<file path="src/rtl/core/special_colour_blend_core_defines.svh">
// Assertion macros for the colour blend core.
`ifndef SPECIAL_COLOUR_BLEND_CORE_DEFINES_SVH
`define SPECIAL_COLOUR_BLEND_CORE_DEFINES_SVH

// Same-cycle implication, checked outside reset.
`define SCB_ASSERT_NOW(label, clk, rst, ante, cons, msg) \
   label: assert property (@(posedge clk) disable iff (rst) (ante) |-> (cons)) \
      else $error(msg);

// Next-cycle implication, checked outside reset.
`define SCB_ASSERT_NEXT(label, clk, rst, ante, cons, msg) \
   label: assert property (@(posedge clk) disable iff (rst) (ante) |=> (cons)) \
      else $error(msg);

`endif

</file>
<file path="src/rtl/core/scb_pkg.sv">
// Types, mode codes and color tables for the colour blend core.
`default_nettype none

package scb_pkg;

   // Pixel transfer types
   typedef struct packed {
      logic [7:0] red_in;
      logic [7:0] green_in;
      logic [7:0] blue_in;
   } pixel_in_type;

   typedef struct packed {
      logic [7:0] red_out;
      logic [7:0] green_out;
      logic [7:0] blue_out;
   } pixel_out_type;

   // Blend mode codes
   localparam logic [5:0] MODE_ICE        = 6'd0;
   localparam logic [5:0] MODE_DESAT_LAST = 6'd31;
   localparam logic [5:0] MODE_INVERSE    = 6'd32;
   localparam logic [5:0] MODE_RED        = 6'd33;
   localparam logic [5:0] MODE_GOLD       = 6'd36;
   localparam logic [5:0] MODE_PASS       = 6'd37;

   // Luma weights, sum 257
   localparam logic [7:0] LUMA_R = 8'd77;
   localparam logic [7:0] LUMA_G = 8'd143;
   localparam logic [7:0] LUMA_B = 8'd37;

   // floor(x/31) == (x*8457)>>18 for all x below 31*256
   localparam logic [13:0] RECIP_31    = 14'd8457;
   localparam int          RECIP_SHIFT = 18;

   // Inverse gradient: level is (65280 - grey) / 256, floored at zero
   localparam logic [15:0] INVERSE_TOP = 16'd65280;

   // Ice palette, {r, g, b}
   localparam logic [23:0] ICE_TABLE [16] = '{
      24'h0A0812, 24'h0F0F1A, 24'h141024, 24'h1E1A2E,
      24'h282439, 24'h322E43, 24'h3B394E, 24'h454358,
      24'h4F4D63, 24'h59576D, 24'h636178, 24'h6D6B82,
      24'h76768D, 24'h808097, 24'h8A8AA2, 24'h9494AC
   };

   // Gradient end points in quarter steps, {r, g, b}, for red, green, blue, gold
   localparam logic [8:0] GRAD_END [4] = '{
      {3'd6, 3'd0, 3'd0},
      {3'd5, 3'd6, 3'd4},
      {3'd0, 3'd0, 3'd6},
      {3'd6, 3'd3, 3'd0}
   };

   // Gradient from black: grey * end / 1024, saturated to a byte
   function automatic logic [7:0] grad_level(input logic [15:0] grey, input logic [2:0] q_end);
      logic [18:0] prod;
      prod = 19'(grey) * 19'(q_end);
      grad_level = (prod[18] != 1'b0) ? 8'hFF : prod[17:10];
   endfunction

   // Gradient from white to black
   function automatic logic [7:0] inverse_level(input logic [15:0] grey);
      logic [15:0] diff;
      diff = INVERSE_TOP - grey;
      inverse_level = (grey > INVERSE_TOP) ? 8'd0 : diff[15:8];
   endfunction

endpackage

`default_nettype wire

</file>
<file path="src/rtl/core/special_colour_blend_core.sv">
// Colour blend core: five-stage pipeline, one pixel per clock.
`default_nettype none

// One RGB pixel enters per clock (start while busy is low; busy is never
// raised) and its blended pixel appears on rsp_pixel with a one-cycle
// rsp_strobe. The pipeline stages are capture, luma, channel mix,
// reciprocal multiply for the divide by 31, and the output register.
// The receiver cannot stall; every result must be taken in its strobe cycle.
// The blend mode is sampled with each pixel at capture; csr_ready is high only
// while the pipeline is empty and no pixel is offered, so mode changes never
// split in-flight pixels.
// Reset selects passthrough.
module special_colour_blend_core
   import scb_pkg::*;
(
   input  wire logic          clock,
   input  wire logic          reset,
   // pixel input
   input  wire logic          start,
   output      logic          busy,
   input  wire pixel_in_type  req_pixel,
   // pixel output
   output      logic          rsp_strobe,
   output      pixel_out_type rsp_pixel,
   // mode register
   input  wire logic          csr_valid,
   output      logic          csr_ready,
   input  wire logic [5:0]    csr_data
);

`include "special_colour_blend_core_defines.svh"

   // Mode register
   logic [5:0] mode_ff;

   always_ff @(posedge clock) begin
      if (reset) begin
         mode_ff <= MODE_PASS;
      end else if (csr_valid && csr_ready) begin
         mode_ff <= csr_data;
      end
   end

   // Stage 1: capture
   logic         s1_valid_ff;
   pixel_in_type s1_pixel_ff;
   logic [5:0]   s1_mode_ff;

   always_ff @(posedge clock) begin
      if (reset) begin
         s1_valid_ff <= 1'b0;
      end else begin
         s1_valid_ff <= start;
      end
   end

   always_ff @(posedge clock) begin
      s1_pixel_ff <= req_pixel;
      s1_mode_ff  <= mode_ff;
   end

   // Stage 2: luma, 8 fraction bits
   logic         s2_valid_ff;
   pixel_in_type s2_pixel_ff;
   logic [5:0]   s2_mode_ff;
   logic [15:0]  s2_grey_ff;
   logic [15:0]  s2_grey_in;

   always_comb begin
      s2_grey_in = 16'(16'(s1_pixel_ff.red_in) * 16'(LUMA_R))
                 + 16'(16'(s1_pixel_ff.green_in) * 16'(LUMA_G))
                 + 16'(16'(s1_pixel_ff.blue_in) * 16'(LUMA_B));
   end

   always_ff @(posedge clock) begin
      if (reset) begin
         s2_valid_ff <= 1'b0;
      end else begin
         s2_valid_ff <= s1_valid_ff;
      end
   end

   always_ff @(posedge clock) begin
      s2_pixel_ff <= s1_pixel_ff;
      s2_mode_ff  <= s1_mode_ff;
      s2_grey_ff  <= s2_grey_in;
   end

   // Stage 3: desaturate mix (divided by 256) and the table/gradient paths
   logic          s3_valid_ff;
   logic          s3_desat_ff;
   logic          s3_desat_in;
   logic [12:0]   s3_mix_ff [3];
   logic [12:0]   s3_mix_in [3];
   pixel_out_type s3_alt_ff;
   pixel_out_type s3_alt_in;
   logic [4:0]    s3_wt_grey;
   logic [4:0]    s3_wt_chan;
   logic [7:0]    s3_chan [3];
   logic [20:0]   s3_sum [3];
   logic [23:0]   s3_ice;
   logic [8:0]    s3_ends;
   logic [1:0]    s3_preset;

   assign s3_chan[0] = s2_pixel_ff.red_in;
   assign s3_chan[1] = s2_pixel_ff.green_in;
   assign s3_chan[2] = s2_pixel_ff.blue_in;

   always_comb begin
      s3_desat_in = (s2_mode_ff != MODE_ICE) && (s2_mode_ff <= MODE_DESAT_LAST);
      // grey weight mode-1, channel weight 32-mode
      s3_wt_grey  = 5'(s2_mode_ff - 6'd1);
      s3_wt_chan  = 5'(6'd32 - s2_mode_ff);
      for (int k = 0; k < 3; k++) begin
         s3_sum[k]    = 21'({13'(13'(s3_chan[k]) * 13'(s3_wt_chan)), 8'd0})
                      + 21'(21'(s2_grey_ff) * 21'(s3_wt_grey));
         s3_mix_in[k] = s3_sum[k][20:8];
      end
   end

   always_comb begin
      s3_ice    = ICE_TABLE[s2_grey_ff[15:12]];
      s3_preset = 2'(s2_mode_ff - MODE_RED);
      s3_ends   = GRAD_END[s3_preset];
      case (s2_mode_ff) inside
         MODE_ICE: begin
            s3_alt_in = pixel_out_type'(s3_ice);
         end
         MODE_INVERSE: begin
            s3_alt_in.red_out   = inverse_level(s2_grey_ff);
            s3_alt_in.green_out = inverse_level(s2_grey_ff);
            s3_alt_in.blue_out  = inverse_level(s2_grey_ff);
         end
         [MODE_RED:MODE_GOLD]: begin
            s3_alt_in.red_out   = grad_level(s2_grey_ff, s3_ends[8:6]);
            s3_alt_in.green_out = grad_level(s2_grey_ff, s3_ends[5:3]);
            s3_alt_in.blue_out  = grad_level(s2_grey_ff, s3_ends[2:0]);
         end
         default: begin
            s3_alt_in.red_out   = s2_pixel_ff.red_in;
            s3_alt_in.green_out = s2_pixel_ff.green_in;
            s3_alt_in.blue_out  = s2_pixel_ff.blue_in;
         end
      endcase
   end

   always_ff @(posedge clock) begin
      if (reset) begin
         s3_valid_ff <= 1'b0;
      end else begin
         s3_valid_ff <= s2_valid_ff;
      end
   end

   always_ff @(posedge clock) begin
      s3_desat_ff <= s3_desat_in;
      s3_alt_ff   <= s3_alt_in;
      for (int k = 0; k < 3; k++) begin
         s3_mix_ff[k] <= s3_mix_in[k];
      end
   end

   // Stage 4: reciprocal multiply for the divide by 31
   logic          s4_valid_ff;
   logic          s4_desat_ff;
   logic [25:0]   s4_prod_ff [3];
   pixel_out_type s4_alt_ff;

   always_ff @(posedge clock) begin
      if (reset) begin
         s4_valid_ff <= 1'b0;
      end else begin
         s4_valid_ff <= s3_valid_ff;
      end
   end

   always_ff @(posedge clock) begin
      s4_desat_ff <= s3_desat_ff;
      s4_alt_ff   <= s3_alt_ff;
      for (int k = 0; k < 3; k++) begin
         s4_prod_ff[k] <= 26'(26'(s3_mix_ff[k]) * 26'(RECIP_31));
      end
   end

   // Stage 5: quotient select and output register
   logic          rsp_strobe_ff;
   pixel_out_type rsp_pixel_ff;
   pixel_out_type rsp_pixel_in;

   always_comb begin
      if (s4_desat_ff) begin
         rsp_pixel_in.red_out   = s4_prod_ff[0][RECIP_SHIFT +: 8];
         rsp_pixel_in.green_out = s4_prod_ff[1][RECIP_SHIFT +: 8];
         rsp_pixel_in.blue_out  = s4_prod_ff[2][RECIP_SHIFT +: 8];
      end else begin
         rsp_pixel_in = s4_alt_ff;
      end
   end

   always_ff @(posedge clock) begin
      if (reset) begin
         rsp_strobe_ff <= 1'b0;
      end else begin
         rsp_strobe_ff <= s4_valid_ff;
      end
   end

   always_ff @(posedge clock) begin
      rsp_pixel_ff <= rsp_pixel_in;
   end

   // Ports
   assign busy       = 1'b0;
   assign rsp_strobe = rsp_strobe_ff;
   assign rsp_pixel  = rsp_pixel_ff;
   assign csr_ready  = !(start || s1_valid_ff || s2_valid_ff || s3_valid_ff || s4_valid_ff
                         || rsp_strobe_ff);

   // Checks
   `SCB_ASSERT_NOW(a_cfg_only_when_empty, clock, reset, rsp_strobe, !csr_ready,
      "mode register open while a transfer is in flight")
   `SCB_ASSERT_NOW(a_pass_identity, clock, reset,
      rsp_strobe && ($past(s1_mode_ff, 4) >= MODE_PASS),
      rsp_pixel == pixel_out_type'($past(s1_pixel_ff, 4)),
      "passthrough pixel altered")
   `SCB_ASSERT_NOW(a_desat_zero_identity, clock, reset,
      rsp_strobe && ($past(s1_mode_ff, 4) == 6'd1),
      rsp_pixel == pixel_out_type'($past(s1_pixel_ff, 4)),
      "zero-amount desaturate altered pixel")
   `SCB_ASSERT_NEXT(a_strobe_follows, clock, reset, s4_valid_ff, rsp_strobe,
      "pipeline dropped a pixel at the output stage")

endmodule

`default_nettype wire
</file>
<file path="config.mk">
export PLATFORM = sky130hd
export DESIGN_NAME = special_colour_blend_core
export DESIGN_NICKNAME = d
export VERILOG_FILES = /design/src/rtl/core/scb_pkg.sv /design/src/rtl/core/special_colour_blend_core.sv
export VERILOG_INCLUDE_DIRS = /design/src /design/src/rtl/core
export SDC_FILE = /design/constraint.sdc
export NUM_CORES = 1
export LEC_CHECK = 0
export BUFFER_PORTS_ARGS = -buffer_cell sky130_fd_sc_hd__buf_4
export CORE_AREA = 2 2 166 249
export CTS_CLUSTER_DIAMETER = 150
export DETAILED_ROUTE_END_ITERATION = 12
export DIE_AREA = 0 0 168 251
export PLACE_DENSITY = 0.78
export SYNTH_ARGS = -nofsm -noshare
export SYNTH_HDL_FRONTEND = slang
export SYNTH_SLANG_ARGS = --single-unit
</file>
<file path="constraint.sdc">
create_clock -name clock -period 8.05 [get_ports clock]
set_clock_uncertainty 0.2 [all_clocks]
set_input_delay 0.4025 -clock clock [delete_from_list [all_inputs] [get_ports clock]]
set_output_delay 0.4025 -clock clock [all_outputs]
set_load 0.05 [all_outputs]
</file>
# Word-level counts from Yosys, hierarchy flattened
# Memory sizes are Yosys's and may differ from the RTL's.
# Cells that the tools add are included.
dict set report op_classes {
  addsub 9
  mul 13
  n_lt_le_gt_ge 6
  eq_ne 1
  mux 13
  bitwise 2
  n_reduce_logical 11
}
# operator n
set op_table {}
lappend op_table {{$mux W24} 6}
lappend op_table {{$mul A13 B14 Y26 const B} 3}
lappend op_table {{$add A21 B21 Y21} 3}
lappend op_table {{$mul A16 B3 Y19} 3}
lappend op_table {{$mul A8 B5 Y13} 3}
lappend op_table {{$mux W8} 4}
lappend op_table {{$mul A16 B5 Y21} 1}
lappend op_table {{$bmux W9 S2} 1}
lappend op_table {{$mux W9} 2}
lappend op_table {{$add A15 B16 Y16} 1}
lappend op_table {{$add A16 B14 Y16} 1}
lappend op_table {{$gt A16 B16 Y1 const B} 1}
lappend op_table {{$mul A8 B8 Y16 const B} 1}
lappend op_table {{$sub A16 B16 Y16 const A} 1}
lappend op_table {{$mul A8 B7 Y15 const B} 1}
lappend op_table {{$mul A8 B6 Y14 const B} 1}
lappend op_table {{$eq A6 B6 Y1 const B} 1}
lappend op_table {{$ge A6 B6 Y1 const B} 1}
lappend op_table {{$le A6 B5 Y1 const B} 1}
lappend op_table {{$le A6 B6 Y1 const B} 1}
lappend op_table {{$logic_not A6 Y1} 1}
lappend op_table {{$reduce_bool A6 Y1} 1}
lappend op_table {{$ge A5 B5 Y1 const B} 1}
lappend op_table {{$logic_or A1 B1 Y1} 5}
lappend op_table {{other kinds (8)} 10}
dict set report totals {
  register_bits 161
  mem_bits_rw 117
  rom_bits 384
  input_bits 34
  wordCells 84
  n_memories 3
}
# memory words word_bits read_ports rd_clocked_by_memory_dff write_ports line
set memory_table {}
lappend memory_table {{(no name shown)} 16 24 1 0 0 special_colour_blend_core.sv:122} ;# s3_ice = ICE_TABLE[s2_grey_ff[15:12]];
lappend memory_table {s4_prod_ff 3 26 3 0 3 special_colour_blend_core.sv:166} ;# logic [25:0] s4_prod_ff [3];
lappend memory_table {s3_mix_ff 3 13 3 0 3 special_colour_blend_core.sv:93} ;# logic [12:0] s3_mix_ff [3];

# Depth between registers and ports, before layout
dict set report logic_depth {
  word_depth 10
  ltp_mapped 30
  mapped_depth_nobuf 26
}

# Worst setup path after synthesis
# OpenSTA, ideal clock, no wires.
dict set report synth_path {
  kind {reg2reg}
  startpoint {register s2_mode_ff[0]}
  endpoint {memory s3_mix_ff[1][11], in the netlist s3_mix_ff[0][24]}
  arrival_time_ns 7.247
  slack_ns 0.483
  stages_incl_launch_ff 28
  path_buffers 3
  synth_period_minus_slack_ns 7.567
  path_cell_list {dfxtp_1 -> clkbuf_1 -> inv_1 -> clkbuf_1 -> ha_1 -> nand2_1 -> xor2_1 -> clkbuf_1 -> or2b_1 -> fa_1 -> fa_1 -> inv_1 -> fa_1 -> ha_1 -> nand4b_1 -> o311ai_4 -> and3_1 -> nor2_1 -> xnor2_1 -> ha_1 -> a21oi_1 -> maj3_1 -> maj3_1 -> o21bai_2 -> maj3_1 -> a311oi_1 -> nor4b_1 -> a211o_1}
}
# element line
set synth_lines {}
lappend synth_lines {{from (decl)} special_colour_blend_core.sv:65} ;# logic [5:0] s2_mode_ff;
lappend synth_lines {{from (signal assigned)} special_colour_blend_core.sv:85} ;# s2_mode_ff <= s1_mode_ff;
lappend synth_lines {{to (decl)} special_colour_blend_core.sv:93}

==> summary.txt <==
Worst setup path
  – Startpoint Class: register
  – Crit path capture type: register
  – Crit-path slowest cell: a311oi_1
  – Worst setup path category: register to register
  – CP Data Required Time: 8.27 ns
  – Buffers and inverters on the worst path: 4
  – Crit path max-delay family: adder cells
  – CP max stage delay: approximately 0.58 ns
  – Critical path arrival: 7.48 ns
  – Maximum fanout along the worst path: 16

Job
  – MaxCap Viol Count: 0

Yosys
  – Post-synthesis simple-gate area fraction: 12.7%
  – Area leader, netlist: ha_1
  – Synth Net Count: around 3200
  – Compound-Gate Fraction of Synth Area: 11.0%
  – Yosys warns: 0
  – Ys async rst share: 0%
  – Top cells by count, synth: 429 x ha_1, 413 x inv_1, 224 x dfxtp_1
  – #FFs+latches synth: 224
  – Mux share of post-synthesis cell area: roughly 1.5%
  – Cells after Synth: 2494
  – Cell variety after synth: 82
  – Largest cells by area after synthesis: ha_1 23%, dfxtp_1 19%, fa_1 19%
  – Post-Synth XOR/XNOR Area: 5.92%
  – Post-synthesis sequential area ratio: 19.2%
  – Post-synth top flop: dfxtp_1
  – Post-Synth Adder-Cell Area: 41.9%
  – Number of enable flip-flop cells after synthesis: 0
  – Most frequent cell after synthesis: ha_1
  – Top cell type's share of synthesized area: between 20% and 30%
  – Syn Area/Cell: 9.38 um2
  – Largest family of logic cells by synthesized area: adder cells
  – Post-synthesis cell area: 23400 um2

Floorplan
  – Die Area: approximately 42000 um2
  – Rows: 90
  – Die X: 168 um
  – Starting density of the core: about three fifths
  – Core Area: 40000 um2
  – Die height: 251 um
  – IO Pins: 61

Clock network
  – Maximum clock path buffer count: 3
  – Clock-pin slew on the worst setup and hold paths: 0.07 ns
  – Post-CTS setup buffers: 0
  – Worst-Skew Late Latency: 0.54 ns
  – CTS tree: built
  – Sink Count: 224
  – Hold-fix buffers at CTS: 36
  – # resized after CTS: 0
  – Total CTS buffers: 24
  – Root buffer cell: clkbuf_16
  – H-Tree Level Count: 1

Route
  – Detailed Route Iter0 Violations: 642
  – Routed WL per cell: 18.9 um
  – Final WL: 58500 um
  – Antenna-violating nets left: 0
  – Via density: 5.68
  – DRC viols: 0
  – Vias: 17500
  – DR pass1 iterations: 5

STA
  – Final period util: 90.1%
  – Slew @ Worst Pin: 0.949 ns
  – Unrepaired setup endpoints after global routing: false
  – Final setup vio count: 0
  – Sum Neg Setup Slack: 0 ns
  – Tmin final: 7.25 ns
  – Final Hold Viols: 0
  – Slew Viols, Final: 0
  – Slew margin rel.: 36.5%
  – FMAX: approximately 140 MHz

Outcome
  – Status: finished, final reports clean

Global route
  – Grt ovf: 0
  – Overall Global Routing Usage: 28.6%
  – Pin count of the biggest net entering global routing: 35
  – First-pass GRT wire length: 95400 um
  – Vias in the first global route: 19000
  – Initial antenna violation count: 1

Cells and area
  – Layout cells sized above 1: approximately 7.0%
  – Diodes inserted: 0
  – P&R area growth vs syn: 8.91%
  – Finished Layout Cells: 3087
  – Nets: 3245

Place
  – RePlAce Congestion: 0.986
  – Placed Cells: 3008
  – Detailed Place HPWL: 48700 um
  – Port-buffer cells: 59

Min path
  – Worst min-delay path class: primary input to register
## worst reg2reg max path, delay by kind of cell (launching register included)
kind	cells	cell delay [ns]
compound gates	5	1.39
flops	1	0.31
buf+inv	4	0.74
xor+xnor	2	0.27
fa+ha+maj	9	3.22
simple gates	6	0.98
## final cells by class
cell class | instances | area, um2
repair buffers | 113 | 938
well taps | 506 | 633
inverters | 413 | 1550
clock buffers | 29 | 651
clock inverters | 14 | 128
flip-flops and latches | 224 | 4480
fillers | 3182 | 14500
multi-input cells | 1788 | 17100
## layout by cell type, fill, tap and decap left out, types with 19 or more instances in the layout
| cell | instances |
|---|---|
| a21o_1 | 28 |
| a21oi_1 | 103 |
| and2_1 | 114 |
| buf_4 | 77 |
| clkbuf_16 | 25 |
| dfxtp_1 | 224 |
| dlygate4sd3_1 | 36 |
| fa_1 | 218 |
| ha_1 | 429 |
| inv_1 | 413 |
| mux2_2 | 24 |
| nand2_1 | 170 |
| nand2b_1 | 35 |
| nand3_1 | 19 |
| nor2_1 | 90 |
| nor2b_1 | 52 |
| nor3_1 | 39 |
| o21a_1 | 26 |
| o21ai_0 | 42 |
| o21bai_1 | 19 |
| o221ai_1 | 24 |
| xnor2_1 | 105 |
| xor2_1 | 45 |
## worst paths after layout
kind              slack [ns]           from  depth (start not counted)                to
setup reg to reg        0.80  s2_mode_ff[0]                         26  s3_mix_ff[0][24]
hold / removal          0.03      csr_valid                          3        mode_ff[2]
setup / recovery        0.80  s2_mode_ff[0]                         26  s3_mix_ff[0][24]
hold reg to reg         0.13  s3_alt_ff[23]                          0     s4_alt_ff[23]
## stage by stage
step                worst slack [ns]  utilization, %  hold WS, ns  area, um2
CTS                            0.802            63.7      0.00364      25500
floorplan                      0.483               -        0.110      23400
detailed placement             0.832            60.9        0.115      24300
finish                         0.799            63.7       0.0297      25500
global route                   0.312            63.7       0.0383      25500
global placement                1.00            60.9        0.111      24300
## cells by family (layout without fill, tap and decap cells)
group	after synthesis	in the layout
mux	31	31
compound gates	364	364
buf+inv	482	569
other cells	1	1
flops	224	224
simple gates	584	584
xor+xnor	154	154
fa+ha+maj	654	654
## flip-flops by register name, indices dropped and copies added, names as in the netlist, 6 cells and up
name and cells:
mode_ff 6, rsp_pixel 24, s1_mode_ff 6, s1_pixel_ff 24, s2_grey_ff 16, s2_mode_ff 6
s2_pixel_ff 24, s3_alt_ff 24, s3_mix_ff 39, s4_alt_ff 24, s4_prod_ff 24
## routing by layer
metal  track usage, %  wire, um
met3             2.57      2010
met2             54.5     30700
met4             18.6      4300
met5                0        13
met1             29.7     21400
Power is left out: the tool's default activity adds up to more than one toggle a clock period on the data nets, which glitch-free logic cannot reach.
